**src/rtl/u8enc_pkg.sv**
```systemverilog
`timescale 1ns / 1ps
// ----------------------------------------------------------------------------
// u8enc_pkg
// Shared types and constants for the UTF-8 encoder with per-string byte limit.
// ----------------------------------------------------------------------------
package u8enc_pkg;

    localparam int unsigned CP_W    = 32;
    localparam int unsigned CNT_W   = 32;
    localparam int unsigned LIMIT_W = 31;
    localparam int unsigned BYTE_W  = 8;
    localparam int unsigned MAX_B   = 4;

    // Upper bounds of the 1..4 byte ranges
    localparam logic [CP_W-1:0] MAX_1B = 32'h0000_007F;
    localparam logic [CP_W-1:0] MAX_2B = 32'h0000_07FF;
    localparam logic [CP_W-1:0] MAX_3B = 32'h0000_FFFF;
    localparam logic [CP_W-1:0] MAX_4B = 32'h0010_FFFF;

    // Lead and continuation markers
    localparam logic [BYTE_W-1:0] LEAD_2B = 8'hC0;
    localparam logic [BYTE_W-1:0] LEAD_3B = 8'hE0;
    localparam logic [BYTE_W-1:0] LEAD_4B = 8'hF0;
    localparam logic [BYTE_W-1:0] CONT_B  = 8'h80;
    localparam logic [5:0]        CONT_MASK = 6'h3F;

    localparam logic [CNT_W-1:0] COUNT_MAX = 32'hFFFF_FFFF;

    // Configuration register indexes
    localparam logic CFG_LIMIT_ENABLE = 1'b0;
    localparam logic CFG_BYTE_LIMIT   = 1'b1;

    typedef logic [MAX_B-1:0][BYTE_W-1:0] t_bytes;

    // Encode stage result: bytes to send plus next string state
    typedef struct packed {
        logic              emit;      // one or more bytes to send
        logic [1:0]        last_idx;  // index of final byte
        t_bytes            bytes;     // lead byte at index 0
        logic [CNT_W-1:0]  next_count;
        logic              next_trunc;
    } t_enc_result;

endpackage

```
**src/rtl/u8enc_encode.sv**
```systemverilog
`timescale 1ns / 1ps
// ----------------------------------------------------------------------------
// u8enc_encode
// Length classification, byte formation and byte-limit check for one request.
// ----------------------------------------------------------------------------
module u8enc_encode (
    input  logic [u8enc_pkg::CP_W-1:0]    i_code_point,
    input  logic                          i_string_start,
    input  logic                          i_limit_enable,
    input  logic [u8enc_pkg::LIMIT_W-1:0] i_byte_limit,
    input  logic [u8enc_pkg::CNT_W-1:0]   i_count,
    input  logic                          i_trunc,
    output u8enc_pkg::t_enc_result        o_res
);

    logic [2:0]                        len;
    logic [u8enc_pkg::CNT_W-1:0]       eff_count;
    logic                              eff_trunc;
    logic [u8enc_pkg::CNT_W:0]         sum;
    logic                              over;
    logic [5:0]                        c0;
    logic [5:0]                        c1;
    logic [5:0]                        c2;

    assign c0 = i_code_point[5:0]   & u8enc_pkg::CONT_MASK;
    assign c1 = i_code_point[11:6]  & u8enc_pkg::CONT_MASK;
    assign c2 = i_code_point[17:12] & u8enc_pkg::CONT_MASK;

    always_comb begin
        if (i_code_point <= u8enc_pkg::MAX_1B) begin
            len = 3'd1;
        end else if (i_code_point <= u8enc_pkg::MAX_2B) begin
            len = 3'd2;
        end else if (i_code_point <= u8enc_pkg::MAX_3B) begin
            len = 3'd3;
        end else if (i_code_point <= u8enc_pkg::MAX_4B) begin
            len = 3'd4;
        end else begin
            len = 3'd0;
        end
    end

    // A string start clears count and stop mark before this character
    assign eff_count = i_string_start ? '0 : i_count;
    assign eff_trunc = i_string_start ? 1'b0 : i_trunc;
    assign sum  = {1'b0, eff_count} + {{(u8enc_pkg::CNT_W-2){1'b0}}, len};
    assign over = i_limit_enable &&
                  (sum > {{(u8enc_pkg::CNT_W+1-u8enc_pkg::LIMIT_W){1'b0}}, i_byte_limit});

    always_comb begin
        o_res            = '0;
        o_res.next_count = eff_count;
        o_res.next_trunc = eff_trunc;
        if (eff_trunc) begin
            o_res.next_trunc = 1'b1;
        end else if (over) begin
            o_res.next_trunc = 1'b1;
        end else if (len != 3'd0) begin
            o_res.emit       = 1'b1;
            o_res.last_idx   = 2'(len - 3'd1);
            o_res.next_count = sum[u8enc_pkg::CNT_W] ? u8enc_pkg::COUNT_MAX
                                                     : sum[u8enc_pkg::CNT_W-1:0];
            case (len)
                3'd1: begin
                    o_res.bytes[0] = i_code_point[7:0];
                end
                3'd2: begin
                    o_res.bytes[0] = u8enc_pkg::LEAD_2B | {3'b000, i_code_point[10:6]};
                    o_res.bytes[1] = u8enc_pkg::CONT_B | {2'b00, c0};
                end
                3'd3: begin
                    o_res.bytes[0] = u8enc_pkg::LEAD_3B | {4'h0, i_code_point[15:12]};
                    o_res.bytes[1] = u8enc_pkg::CONT_B | {2'b00, c1};
                    o_res.bytes[2] = u8enc_pkg::CONT_B | {2'b00, c0};
                end
                default: begin
                    o_res.bytes[0] = u8enc_pkg::LEAD_4B | {5'h00, i_code_point[20:18]};
                    o_res.bytes[1] = u8enc_pkg::CONT_B | {2'b00, c2};
                    o_res.bytes[2] = u8enc_pkg::CONT_B | {2'b00, c1};
                    o_res.bytes[3] = u8enc_pkg::CONT_B | {2'b00, c0};
                end
            endcase
        end
    end

endmodule

```
**src/rtl/u8enc_serializer.sv**
```systemverilog
`timescale 1ns / 1ps
// ----------------------------------------------------------------------------
// u8enc_serializer
// Result register holding one character's bytes, sent one byte at a time.
// ----------------------------------------------------------------------------
module u8enc_serializer (
    input  logic                          i_clk,
    input  logic                          i_rst_n,
    input  logic                          i_load,
    input  logic [1:0]                    i_last_idx,
    input  u8enc_pkg::t_bytes             i_bytes,
    output logic                          o_free,
    output logic                          o_valid,
    input  logic                          i_stall,
    output logic [u8enc_pkg::BYTE_W-1:0]  o_out_byte,
    output logic                          o_char_last
);

    logic              r_valid;
    logic [1:0]        r_idx;
    logic [1:0]        r_last;
    u8enc_pkg::t_bytes r_bytes;
    logic              take;
    logic              at_last;

    assign at_last     = (r_idx == r_last);
    assign take        = r_valid && !i_stall;
    assign o_free      = !r_valid || (take && at_last);
    assign o_valid     = r_valid;
    assign o_out_byte  = r_bytes[r_idx];
    assign o_char_last = at_last;

    always_ff @(posedge i_clk) begin
        if (!i_rst_n) begin
            r_valid <= 1'b0;
            r_idx   <= '0;
        end else if (i_load) begin
            r_valid <= 1'b1;
            r_idx   <= '0;
        end else if (take) begin
            if (at_last) begin
                r_valid <= 1'b0;
            end
            r_idx <= r_idx + 2'd1;
        end
    end

    always_ff @(posedge i_clk) begin
        if (i_load) begin
            r_bytes <= i_bytes;
            r_last  <= i_last_idx;
        end
    end

`ifndef ASSERT_OFF
    a_load_when_free: assert property (@(posedge i_clk) disable iff (!i_rst_n)
        i_load |-> o_free)
        else $error("load into busy result register");
    a_idx_in_range: assert property (@(posedge i_clk) disable iff (!i_rst_n)
        r_valid |-> (r_idx <= r_last))
        else $error("byte index past final byte");
    a_new_char_at_lead: assert property (@(posedge i_clk) disable iff (!i_rst_n)
        i_load |=> (r_valid && r_idx == 2'd0))
        else $error("new character not starting at lead byte");
`endif

endmodule

```
**src/rtl/utf8_encoder_with_byte_limit.sv**
```systemverilog
`timescale 1ns / 1ps
// ----------------------------------------------------------------------------
// utf8_encoder_with_byte_limit
// UTF-8 encoder with a running per-string byte count and optional byte limit.
// ----------------------------------------------------------------------------
// Each accepted request carries one code point and a string-start flag. The
// code point is encoded to 1..4 UTF-8 bytes (lead byte first), which leave one
// byte per cycle on the output channel while i_stall is low, with o_char_last
// on the final byte. Values above 0x10FFFF produce no bytes. With limit_enable
// set, a character that would push the string's byte count past byte_limit is
// dropped, and so is every later character until the next string start. A
// request is registered in the input register on accept, encoded and checked
// against the limit there, and its bytes are loaded into the result register
// once that is free. An item that yields bytes holds the result register until
// its final byte is taken; items that yield no bytes pass at one per cycle while
// the result register is free. Configuration writes take effect for the next
// request and must be made while the block is idle.
// ----------------------------------------------------------------------------
module utf8_encoder_with_byte_limit (
    input  logic                          i_clk,
    input  logic                          i_rst_n,
    // configuration write port
    input  logic                          i_cfg_we,
    input  logic                          i_cfg_index,
    input  logic [u8enc_pkg::LIMIT_W-1:0] i_cfg_data,
    // input channel
    input  logic                          i_valid,
    output logic                          o_stall,
    input  logic [u8enc_pkg::CP_W-1:0]    i_code_point,
    input  logic                          i_string_start,
    // output channel
    output logic                          o_valid,
    input  logic                          i_stall,
    output logic [u8enc_pkg::BYTE_W-1:0]  o_out_byte,
    output logic                          o_char_last
);

    // Configuration registers
    logic                          r_limit_enable;
    logic [u8enc_pkg::LIMIT_W-1:0] r_byte_limit;

    // Input register
    logic                          r_in_valid;
    logic [u8enc_pkg::CP_W-1:0]    r_code_point;
    logic                          r_string_start;

    // String state
    logic [u8enc_pkg::CNT_W-1:0]   r_count;
    logic                          r_trunc;

    u8enc_pkg::t_enc_result        enc;
    logic                          res_free;
    logic                          adv;
    logic                          in_take;

    // Input stage moves on once the result register can take its bytes;
    // a request without bytes also waits, keeping requests in order.
    assign adv     = r_in_valid && res_free;
    assign o_stall = r_in_valid && !res_free;
    assign in_take = i_valid && !o_stall;

    always_ff @(posedge i_clk) begin
        if (!i_rst_n) begin
            r_limit_enable <= 1'b0;
            r_byte_limit   <= '0;
        end else if (i_cfg_we) begin
            unique case (i_cfg_index)
                u8enc_pkg::CFG_LIMIT_ENABLE: r_limit_enable <= i_cfg_data[0];
                u8enc_pkg::CFG_BYTE_LIMIT:   r_byte_limit   <= i_cfg_data;
                default: ;
            endcase
        end
    end

    always_ff @(posedge i_clk) begin
        if (!i_rst_n) begin
            r_in_valid <= 1'b0;
        end else if (in_take) begin
            r_in_valid <= 1'b1;
        end else if (adv) begin
            r_in_valid <= 1'b0;
        end
    end

    always_ff @(posedge i_clk) begin
        if (in_take) begin
            r_code_point   <= i_code_point;
            r_string_start <= i_string_start;
        end
    end

    // Count and stop mark update as each request leaves the input stage
    always_ff @(posedge i_clk) begin
        if (!i_rst_n) begin
            r_count <= '0;
            r_trunc <= 1'b0;
        end else if (adv) begin
            r_count <= enc.next_count;
            r_trunc <= enc.next_trunc;
        end
    end

    u8enc_encode u_encode (
        .i_code_point   (r_code_point),
        .i_string_start (r_string_start),
        .i_limit_enable (r_limit_enable),
        .i_byte_limit   (r_byte_limit),
        .i_count        (r_count),
        .i_trunc        (r_trunc),
        .o_res          (enc)
    );

    u8enc_serializer u_serializer (
        .i_clk       (i_clk),
        .i_rst_n     (i_rst_n),
        .i_load      (adv && enc.emit),
        .i_last_idx  (enc.last_idx),
        .i_bytes     (enc.bytes),
        .o_free      (res_free),
        .o_valid     (o_valid),
        .i_stall     (i_stall),
        .o_out_byte  (o_out_byte),
        .o_char_last (o_char_last)
    );

`ifndef ASSERT_OFF
    a_stall_needs_item: assert property (@(posedge i_clk) disable iff (!i_rst_n)
        o_stall |-> r_in_valid)
        else $error("input stalled with empty input register");
    a_start_count_small: assert property (@(posedge i_clk) disable iff (!i_rst_n)
        (adv && r_string_start) |=> (r_count <= 32'd4))
        else $error("count not restarted on string start");
    a_trunc_via_adv: assert property (@(posedge i_clk) disable iff (!i_rst_n)
        $rose(r_trunc) |-> $past(adv))
        else $error("stop mark set without a request");
    a_trunc_no_emit: assert property (@(posedge i_clk) disable iff (!i_rst_n)
        (r_in_valid && r_trunc && !r_string_start) |-> !enc.emit)
        else $error("bytes emitted after stop mark");
`endif

endmodule
```
**config.mk**
```make
export PLATFORM = sky130hd
export DESIGN_NAME = utf8_encoder_with_byte_limit
export DESIGN_NICKNAME = d
export VERILOG_FILES = /design/src/rtl/u8enc_pkg.sv /design/src/rtl/u8enc_encode.sv /design/src/rtl/u8enc_serializer.sv /design/src/rtl/utf8_encoder_with_byte_limit.sv
export SDC_FILE = /design/constraint.sdc
export NUM_CORES = 1
export LEC_CHECK = 0
export ABC_AREA = 0
export BUFFER_PORTS_ARGS = -buffer_cell sky130_fd_sc_hd__buf_4
export CAP_MARGIN = 40
export CORE_ASPECT_RATIO = 0.8
export CORE_MARGIN = 2
export CORE_UTILIZATION = 41
export CTS_BUF_LIST = sky130_fd_sc_hd__clkbuf_8
export DETAILED_ROUTE_END_ITERATION = 10
export PLACE_DENSITY = 0.59
export SYNTH_ARGS = -nofsm -noshare
export SYNTH_HDL_FRONTEND = slang
export SYNTH_SLANG_ARGS = --single-unit
```
**constraint.sdc**
```tcl
create_clock -name i_clk -period 8.81 [get_ports i_clk]
set_input_delay 0.4405 -clock i_clk [delete_from_list [all_inputs] [get_ports i_clk]]
set_output_delay 0.4405 -clock i_clk [all_outputs]
set_load 0.02 [all_outputs]
```
### After elaboration in Yosys (flattened, before gate mapping)

Cells that the tools add are included.

| word-level totals | value |
|---|---|
| register bits after elaboration | 136 |
| output and inout bits | 11 |
| logic and storage cells | 78 |
| input bits | 70 |

| operators by class | value |
|---|---|
| eq/ne operators | 4 |
| muxes and demuxes | 23 |
| reductions and logical operators | 24 |
| $lt $le $gt $ge | 6 |
| bitwise operators | 3 |
| $add $sub $neg | 3 |

Operator list:

| cell | number |
|---|---|
| $mux 67 | 3 |
| $mux 32 | 2 |
| $pmux 8 s3 | 2 |
| $add 32x3->33 | 1 |
| $gt 33x31->1 | 1 |
| $le 32x11->1 const B | 1 |
| $le 32x16->1 const B | 1 |
| $le 32x21->1 const B | 1 |
| $le 32x7->1 const B | 1 |
| $bmux 8 s2 | 1 |
| $mux 8 | 2 |
| $pmux 8 s2 | 1 |
| $mux 3 | 4 |
| $mux 1 | 8 |
| $logic_and 1x1->1 | 7 |
| $eq 3x2->1 const B | 2 |
| $reduce_and 2->1 | 3 |
| $reduce_bool 2->1 | 3 |
| $reduce_or 3->1 | 2 |
| $reduce_or 6->1 | 1 |
| $logic_not 1->1 | 4 |
| $reduce_or 2->1 | 2 |
| $eq 3x1->1 const B | 1 |
| $lt 2x3->1 const B | 1 |
| other kinds (6) | 8 |

### Longest topological paths before layout

Gate-level depths: netlist (run 1).

| depth | value |
|---|---|
| depth in word-level cells | 14 |
| gate-level depth with buffers | 23 |
| depth with buffers taken out | 22 |

### Modules after synthesis

A second synthesis (run 1) with hierarchy kept.

| unflattened totals | value |
|---|---|
| cell total of the unflattened synthesis | 884 |
| area total of the unflattened synthesis | 8022.7 µm² |

By module, submodules not included:

| module | instances | cells each | area an instance (µm²) |
|---|---|---|---|
| utf8_encoder_with_byte_limit | 1 | 334 | 3637.2 |
| u8enc_encode | 1 | 490 | 2994.1 |
| u8enc_serializer | 1 | 60 | 1391.3 |

### Worst setup path after synthesis (run 1)

Ideal clock, no wire load.

| path | value |
|---|---|
| kind | register to register |
| start point | reg r_code_point[17] (netlist name) |
| end point | reg u_serializer.r_bytes[0] (netlist name) (enable) |
| buffers on the path | 1 |
| period minus slack after synthesis | 5.939 ns |
| arrival time | 5.552 ns |
| slack | 2.871 ns |
| library setup time | 0.387 ns |
| stages on the path, launching flop included | 23 |
| cell sequence | edfxtp_1 -> or4_1 -> nor2_1 -> nand2_1 -> nor2_1 -> ha_1 -> fa_1 -> a21oi_1 -> nor4_2 -> and3_1 -> nand3_1 -> or3_1 -> a21oi_1 -> ha_1 -> a21oi_1 -> o211ai_1 -> a2111oi_1 -> o2111ai_1 -> a32o_1 -> buf_6 -> nor2_2 -> nand2_1 -> inv_1 |

| between the ends | value |
|---|---|
| longest elaborated chain between the ends | 11 |

Ends and longest elaborated chain:

| element | line | RTL |
|---|---|---|
| start: declaration | utf8_encoder_with_byte_limit.sv:44 | `logic [u8enc_pkg::CP_W-1:0] r_code_point;` |
| start signal: assignment | utf8_encoder_with_byte_limit.sv:87 | `r_code_point <= i_code_point;` |
| $le 32x21->1 | u8enc_encode.sv:36 | `end else if (i_code_point <= u8enc_pkg::MAX_4B) begin` |
| $mux 3 | u8enc_encode.sv:36 |  |
| $mux 3 | u8enc_encode.sv:34 | `end else if (i_code_point <= u8enc_pkg::MAX_3B) begin` |
| $mux 3 | u8enc_encode.sv:32 | `end else if (i_code_point <= u8enc_pkg::MAX_2B) begin` |
| $mux 3 * | u8enc_encode.sv:30 | `if (i_code_point <= u8enc_pkg::MAX_1B) begin` |
| $add 32x3->33 | u8enc_encode.sv:46 | `assign sum = {1'b0, eff_count} + {{(u8enc_pkg::CNT_W-2){1'b0}}, len};` |
| $gt 33x31->1 | u8enc_encode.sv:48 | `(sum > {{(u8enc_pkg::CNT_W+1-u8enc_pkg::LIMIT_W){1'b0}}, i_byte_limit});` |
| $logic_and 1x1->1 | u8enc_encode.sv:47 | `assign over = i_limit_enable &&` |
| $mux 67 * | u8enc_encode.sv:56 | `end else if (over) begin` |
| $mux 67 * | u8enc_encode.sv:54 | `if (eff_trunc) begin` |
| $logic_and 1x1->1 * | utf8_encoder_with_byte_limit.sv:116 | `.i_load (adv && enc.emit),` |
| named net u_serializer.i_load | u8enc_serializer.sv:9 | `input logic i_load,` |
| end signal: assignment | u8enc_serializer.sv:50 | `r_bytes <= i_bytes;` |
| end: declaration | u8enc_serializer.sv:22 | `u8enc_pkg::t_bytes r_bytes;` |

The timed path passes the listed nets; every way through them passes the cells marked *.
A chain may end at the register's enable or synchronous reset.

### Worst setup path after layout (run 1)

| path | value |
|---|---|
| start point | reg r_code_point[17] (netlist name) |
| end point | reg r_count[31] (netlist name) |

| between the ends | value |
|---|---|
| longest elaborated chain between the ends | 10 |

Ends and longest elaborated chain:

| element | line | RTL |
|---|---|---|
| $le 32x21->1 | u8enc_encode.sv:36 |  |
| $mux 3 | u8enc_encode.sv:36 |  |
| $mux 3 | u8enc_encode.sv:34 |  |
| $mux 3 | u8enc_encode.sv:32 |  |
| $mux 3 * | u8enc_encode.sv:30 |  |
| $add 32x3->33 | u8enc_encode.sv:46 |  |
| $gt 33x31->1 or $mux 32 (tied branches) | u8enc_encode.sv:48, u8enc_encode.sv:61 |  |
| $logic_and 1x1->1 or $mux 67 (tied branches) | u8enc_encode.sv:47, u8enc_encode.sv:58 |  |
| $mux 67 * | u8enc_encode.sv:56 |  |
| $mux 67 * | u8enc_encode.sv:54 |  |
| end signal: assignment | utf8_encoder_with_byte_limit.sv:98 | `r_count <= enc.next_count;` |
| end: declaration | utf8_encoder_with_byte_limit.sv:48 | `logic [u8enc_pkg::CNT_W-1:0] r_count;` |

Mark *: on every way between the ends. The rest lies on a longest branch, timed or not.

==> flow_metrics.tcl, run 1 <==
set metrics [dict create \
    ant_nets 0 \
    whs_ps 175.7 \
    via_per_inst 5.650 \
    root_buffer "clkbuf_8" \
    routedWlPerCell_um 18.23 \
    hp-class "in -> reg" \
    finalHoldViolCount 0 \
    finalClockSkew_ps 9.750 \
    cp_data_required_time_ps 9120 \
    grt_pass1_vias 5933 \
    dpl_worst_slack_ps 1861 \
    initial_core_util_pct 41.95 \
    setup_viol 0 \
    cts_setup_buffers 0 \
    setup_tns_ps 0 \
    clk_pin_slew_ps 80 \
    row_count 43 \
    grt_max_degree 46 \
    cp.arrival_ps 7430 \
    power_density_nw_per_um2 156.4 \
    final_common_cell "nand2_1" \
    clk_latency_ps 440 \
    h-tree-depth 4 \
    layout_setup_ws_ps 1691 \
    synthCells 779 \
    n_antenna_cell 0 \
    final_cell_mix "99 x nand2_1, 85 x buf_4, 78 x nor2_1" \
    coreArea_sq_um 17320 \
    fin_crit_sh_pct 80.81 \
    fp.dieH_um 123.1 \
    ys_warn_count 0 \
    cts_buffer_depth 2 \
    layout_min_cycle_time_ps 7119 \
    worst-path-max-fanout 25 \
    area_growth_pct 18.16 \
    dp_hpwl_um 14790 \
    p_leak_nw 3.183 \
    ys_types 66 \
    wl_um 19890 \
    cp-end-kind "flop" \
    synth_fp_nets 887 \
    finish.instance_area_sq_um 8587 \
    synth_ff_type "dfxtp_1" \
    outcome "finished, final reports clean" \
    finalMaxSlewViolations 0 \
    track_usage_pct 21.65 \
    path_class "reg -> reg" \
    overflow 0 \
    synth_area_sq_um 7267 \
    rsz0062_at_grt "false" \
    fin_nets 961 \
    tightest_slew_ps 869.9 \
    async_flop_share_pct 0 \
    die_w_um 152.8 \
    io_buffer_count 80 \
    numCtsBuffers 17 \
    drt-initial-drc-count 714 \
    ys_seq_area_share_pct 45.45 \
    ctsHoldBuffers 0 \
    place_area_sq_um 8150 \
    synth_area_per_cell_sq_um 9.329 \
    ir_worst_vdd_uv 108.1 \
    power.total_w 0.001343 \
    grt_antenna_before_repair 0 \
    slew_headroom_pct 41.51 \
    die-area_sq_um 18810 \
    cts_resized 0 \
    drive_gt1_share_pct 17.44 \
    synth-edff-count 64 \
    grt_pass1_wl_um 31910 \
    vias 6164 \
    max_freq_ghz 0.1405 \
    cts_tree "yes" \
    synth-seq-cells 133 \
    place.gp.congestion 0.9306 \
    cts_num_sinks 133 \
    cp-start-kind "flop" \
    drc 0 \
    dr.pass1.iters 6 \
    ios 81 \
    drv_cap 0 \
]
## layout make-up
| cell class | instances | area, sq um |
|---|---|---|
| clock buffer | 17 | 234.0 |
| clock inverter | 15 | 202.7 |
| fill | 1611 | 8737 |
| inverter | 46 | 172.7 |
| sequential | 133 | 3303 |
| timing repair buffer | 90 | 750.7 |
| multi-input combinational | 565 | 3642 |
| tap | 225 | 281.5 |
## registers in the layout, summed over array words and instances (netlist names), 2 cells and up
name,count
u_serializer.r_idx,2
r_code_point,32
r_byte_limit,31
u_serializer.r_bytes,29
r_count,32
u_serializer.r_last,2
## worst max-delay path: stages (launching register included)
cell	delay (ps)
edfxtp_1	420
or4_1	580
nor2_1	130
nand2_1	110
a21oi_1	440
fa_1	340
a21oi_1	110
nor4_2	480
and3_1	320
nand3_1	230
or3_1	370
a21oi_1	210
ha_1	290
a21oi_1	190
o211ai_1	140
a2111oi_1	570
o2111ai_1	300
a32oi_1	560
nand2_1	470
buf_16	310
o21ai_0	280
o21ai_0	150
## power by group
group | internal [W] | total (W) | leakage, nW | switching, W
combinational | 0.0000440 | 0.0000964 | 1.86 | 0.0000524
sequential | 0.000665 | 0.000682 | 1.10 | 0.0000168
clock | 0.000311 | 0.000564 | 0.223 | 0.000253
total | 0.00102 | 0.00134 | 3.18 | 0.000322
## synthesized netlist by cell type (6+ instances only)
library cell,instances,area [sq um]
nor3_2,6,60.06
and2_1,11,68.82
nand2_1,99,371.6
a222oi_1,9,90.09
inv_1,45,168.9
a22oi_1,9,67.56
clkbuf_1,22,82.58
buf_1,7,26.28
edfxtp_1,64,1922
xor2_1,15,131.4
and3_1,14,87.58
a311oi_1,6,52.55
nor3_1,21,105.1
nand4_1,7,43.79
nor2_1,78,292.8
nor2b_1,16,100.1
a211oi_1,12,90.09
nor4_1,6,37.54
nand2b_1,7,43.79
ha_1,37,462.9
xnor2_1,17,148.9
a31oi_1,6,37.54
nand3_1,21,105.1
dfxtp_1,69,1381
mux4_2,7,157.7
o21ai_0,23,115.1
a21oi_1,68,340.3
## worst paths after layout
kind                            cells past startpoint               end        startpoint  slack, ps
worst min-delay path                                1  r_code_point[21]  i_code_point[21]        180
worst max register to register                     21       r_count[31]  r_code_point[17]       1690
worst min register to register                      2  r_byte_limit[24]  r_byte_limit[24]        460
worst max-delay path                               21       r_count[31]  r_code_point[17]       1690
## through the flow
step | std cells | util [%]
2_1_floorplan | 779 | -
3_3_place_gp | 1053 | 46.35
3_5_place_dp | 1059 | 47.05
4_1_cts | 1091 | 49.57
5_1_grt | 1091 | 49.57
6_report | 1091 | 49.57
## routing by layer
layer	wire length, um	vias to the layer above	part of all wire, %	global-route usage, %
met5	0	-	0	0
met2	8532	243	43	32.46
met1	9591	2926	48	32.24
li1	-	2966	-	-
met3	1512	29	7.6	4.066
met4	256	0	1.3	5.671
## cell families (layout without fill, tap and decap cells)
logic type      count (synthesis)  count (layout)  share of synthesized area [%]
compound gates                171             171                          15.20
xor+xnor                       32              32                          3.857
fa+ha+maj                      38              38                          6.646
buf+inv                        81             168                          4.459
flops                         133             133                          45.45
mux                             9               9                          2.445
simple gates                  315             315                          21.94
Note: power is estimated with default switching activity, not from simulation.
==> run 2: changes to the inputs <==
Clock period 8.81 ns to 6.9 ns, I/O delays scaled along.
==> flow_metrics.tcl, run 2 (synthesized netlist as in run 1, its figures left out) <==
set metrics [dict create \
    finalHoldViolCount 0 \
    place_area_sq_um 8173 \
    p_sw_w 0.0004562 \
    via_per_inst 5.659 \
    track_usage_pct 22.43 \
    finalClockSkew_ps 12.32 \
    hp-class "in -> reg" \
    drc 0 \
    ctsHoldBuffers 0 \
    path_class "reg -> reg" \
    n_antenna_cell 0 \
    ios 81 \
    clk_pin_slew_ps 90 \
    fin_util_pct 49.82 \
    dr.pass1.iters 8 \
    slew_headroom_pct 43.39 \
    grt_pass1_wl_um 32520 \
    fin_crit_sh_pct 92.04 \
    cp.arrival_ps 6700 \
    dp_hpwl_um 15140 \
    cp_data_required_time_ps 7250 \
    setup_viol 0 \
    root_buffer "clkbuf_8" \
    rr_worst_depth 22 \
    fp.dieH_um 123.1 \
    cts_num_sinks 133 \
    grt_max_degree 46 \
    whs_ps 53.23 \
    drive_gt1_share_pct 18.25 \
    fillers 1626 \
    hp-start "i_code_point[4]" \
    worst-path-max-fanout 9 \
    row_count 43 \
    tightest_slew_ps 847.9 \
    top_regs "r_code_point: 32 flops, r_count: 32 flops, r_byte_limit: 31 flops" \
    h-tree-depth 4 \
    coreArea_sq_um 17320 \
    power_frac_comb_pct 7.4 \
    crit_path_start "r_code_point[17]" \
    cts_buffer_depth 2 \
    clk_latency_ps 460 \
    overflow 0 \
    final_cell_mix "99 x nand2_1, 91 x buf_4, 78 x nor2_1" \
    vias 6202 \
    regToRegStartpoint "r_code_point[17]" \
    max_freq_ghz 0.1575 \
    cp-end-kind "flop" \
    netSwitchingFraction_pct 26.26 \
    r2r-end "r_count[21]" \
    placedCellCount 1064 \
    setup_tns_ps 0 \
    drv_cap 0 \
    fin_nets 966 \
    area_growth_pct 18.77 \
    die_w_um 152.8 \
    grt_pass1_vias 6058 \
    numCtsBuffers 17 \
    outcome "finished, final reports clean" \
    wl_met2_um 8574 \
    instances_no_fill 1096 \
    routedWlPerCell_um 18.55 \
    power_density_nw_per_um2 201.3 \
    r2r_setup_slack_ps 550 \
    multiInputGateArea_sq_um 3660 \
    drt-initial-drc-count 600 \
    layout_min_cycle_time_ps 6350 \
    drt-met1-wl_um 10070 \
    cp-start-kind "flop" \
    io_buffer_count 80 \
    final_common_cell "nand2_1" \
    internal_power_w 0.001281 \
    seq_area_sq_um 3303 \
    highest_layer "met4" \
    initial_core_util_pct 41.95 \
    place.gp.congestion 0.9266 \
    finalMaxSlewViolations 0 \
    endpoint "r_count[21]" \
    wl_um 20330 \
    pwr-share-clk_pct 42.6 \
    ant_nets 0 \
    grt_antenna_before_repair 0 \
    cts_tree "yes" \
    sequentialPowerShare_pct 50.0 \
    route.met3.wl_um 1321 \
    die-area_sq_um 18810 \
    ir_worst_vdd_uv 151.8 \
    finish.instance_area_sq_um 8631 \
    rsz0062_at_grt "false" \
    p_leak_nw 3.218 \
]
## run 2: changes by cell type in the layout (fill, tap and decap cells not counted), sizes merged
cell,change
inv,+4
buf,+5
bufinv,-1
clkinv,-3
## run 2: cell type report
cell class                      instances  area share [%]
Timing Repair Buffer                   95           8.959
Clock buffer                           17           2.711
Tap cell                              225           3.262
Multi-Input combinational cell        565           42.40
Sequential cell                       133           38.27
Inverter                               46           2.001
Clock inverter                         15           2.392
## run 2: how the worst min path moves through the flow
stage | to | slack [ps] | depth (start not counted)
finish | r_code_point[4] | 50 | 1
global route | r_code_point[4] | 20 | 1
CTS | r_code_point[21] | 30 | 1
detailed placement | r_byte_limit[17] | 450 | 2
global placement | r_byte_limit[1] | 450 | 2
floorplan | r_count[1] | 430 | 2
## run 2: what timing repair did
| action | CTS | global route |
|---|---|---|
| gates resized for setup | 0 | 3 |
| setup buffers | 0 | 0 |
| endpoints found under the setup margin | 0 | 64 |
## run 2: power by group through the flow
| stage | Sequential [W] | Combinational (W) | Clock [W] |
|---|---|---|---|
| global route | 0.000871 | 0.000142 | 0.000791 |
| CTS | 0.000868 | 0.000128 | 0.000753 |
| floorplan | 0.000879 | 0.0000673 | 0 |
| finish | 0.000868 | 0.000129 | 0.000741 |
| detailed placement | 0.000886 | 0.000128 | 0 |
| global placement | 0.000885 | 0.000119 | 0 |
## run 2: per-stage QoR
step / setup WS (ps) / total power (W)
2_1_floorplan: 960.6 / 0.0009460
3_3_place_gp: 669.9 / 0.001004
3_5_place_dp: 332.1 / 0.001013
4_1_cts: 281.2 / 0.001748
5_1_grt: 33.52 / 0.001804
6_report: 549.6 / 0.001738
## run 2: routing by layer
layer  global-route usage (%)  vias up
li1                         -     2981
met5                        0        -
met4                    7.060        0
met2                    33.49      231
met3                    4.872       34
met1                    32.61     2956
## run 2: critical path, stage by stage, from the launching register on
cell and delay (ps):
edfxtp_1 400, or4_1 570, nor2_1 110, nand2_1 120
nor2_1 290, ha_1 250, fa_1 270, a21oi_1 150
nor4_4 320, and3_1 280, nand3_1 230, or3_1 370
a21oi_1 220, ha_1 300, a21oi_1 190, o211ai_1 160
a2111oi_2 390, o2111ai_1 260, a32o_1 430, nor2_2 250
o21ai_2 190, buf_8 220, a2111oi_1 270
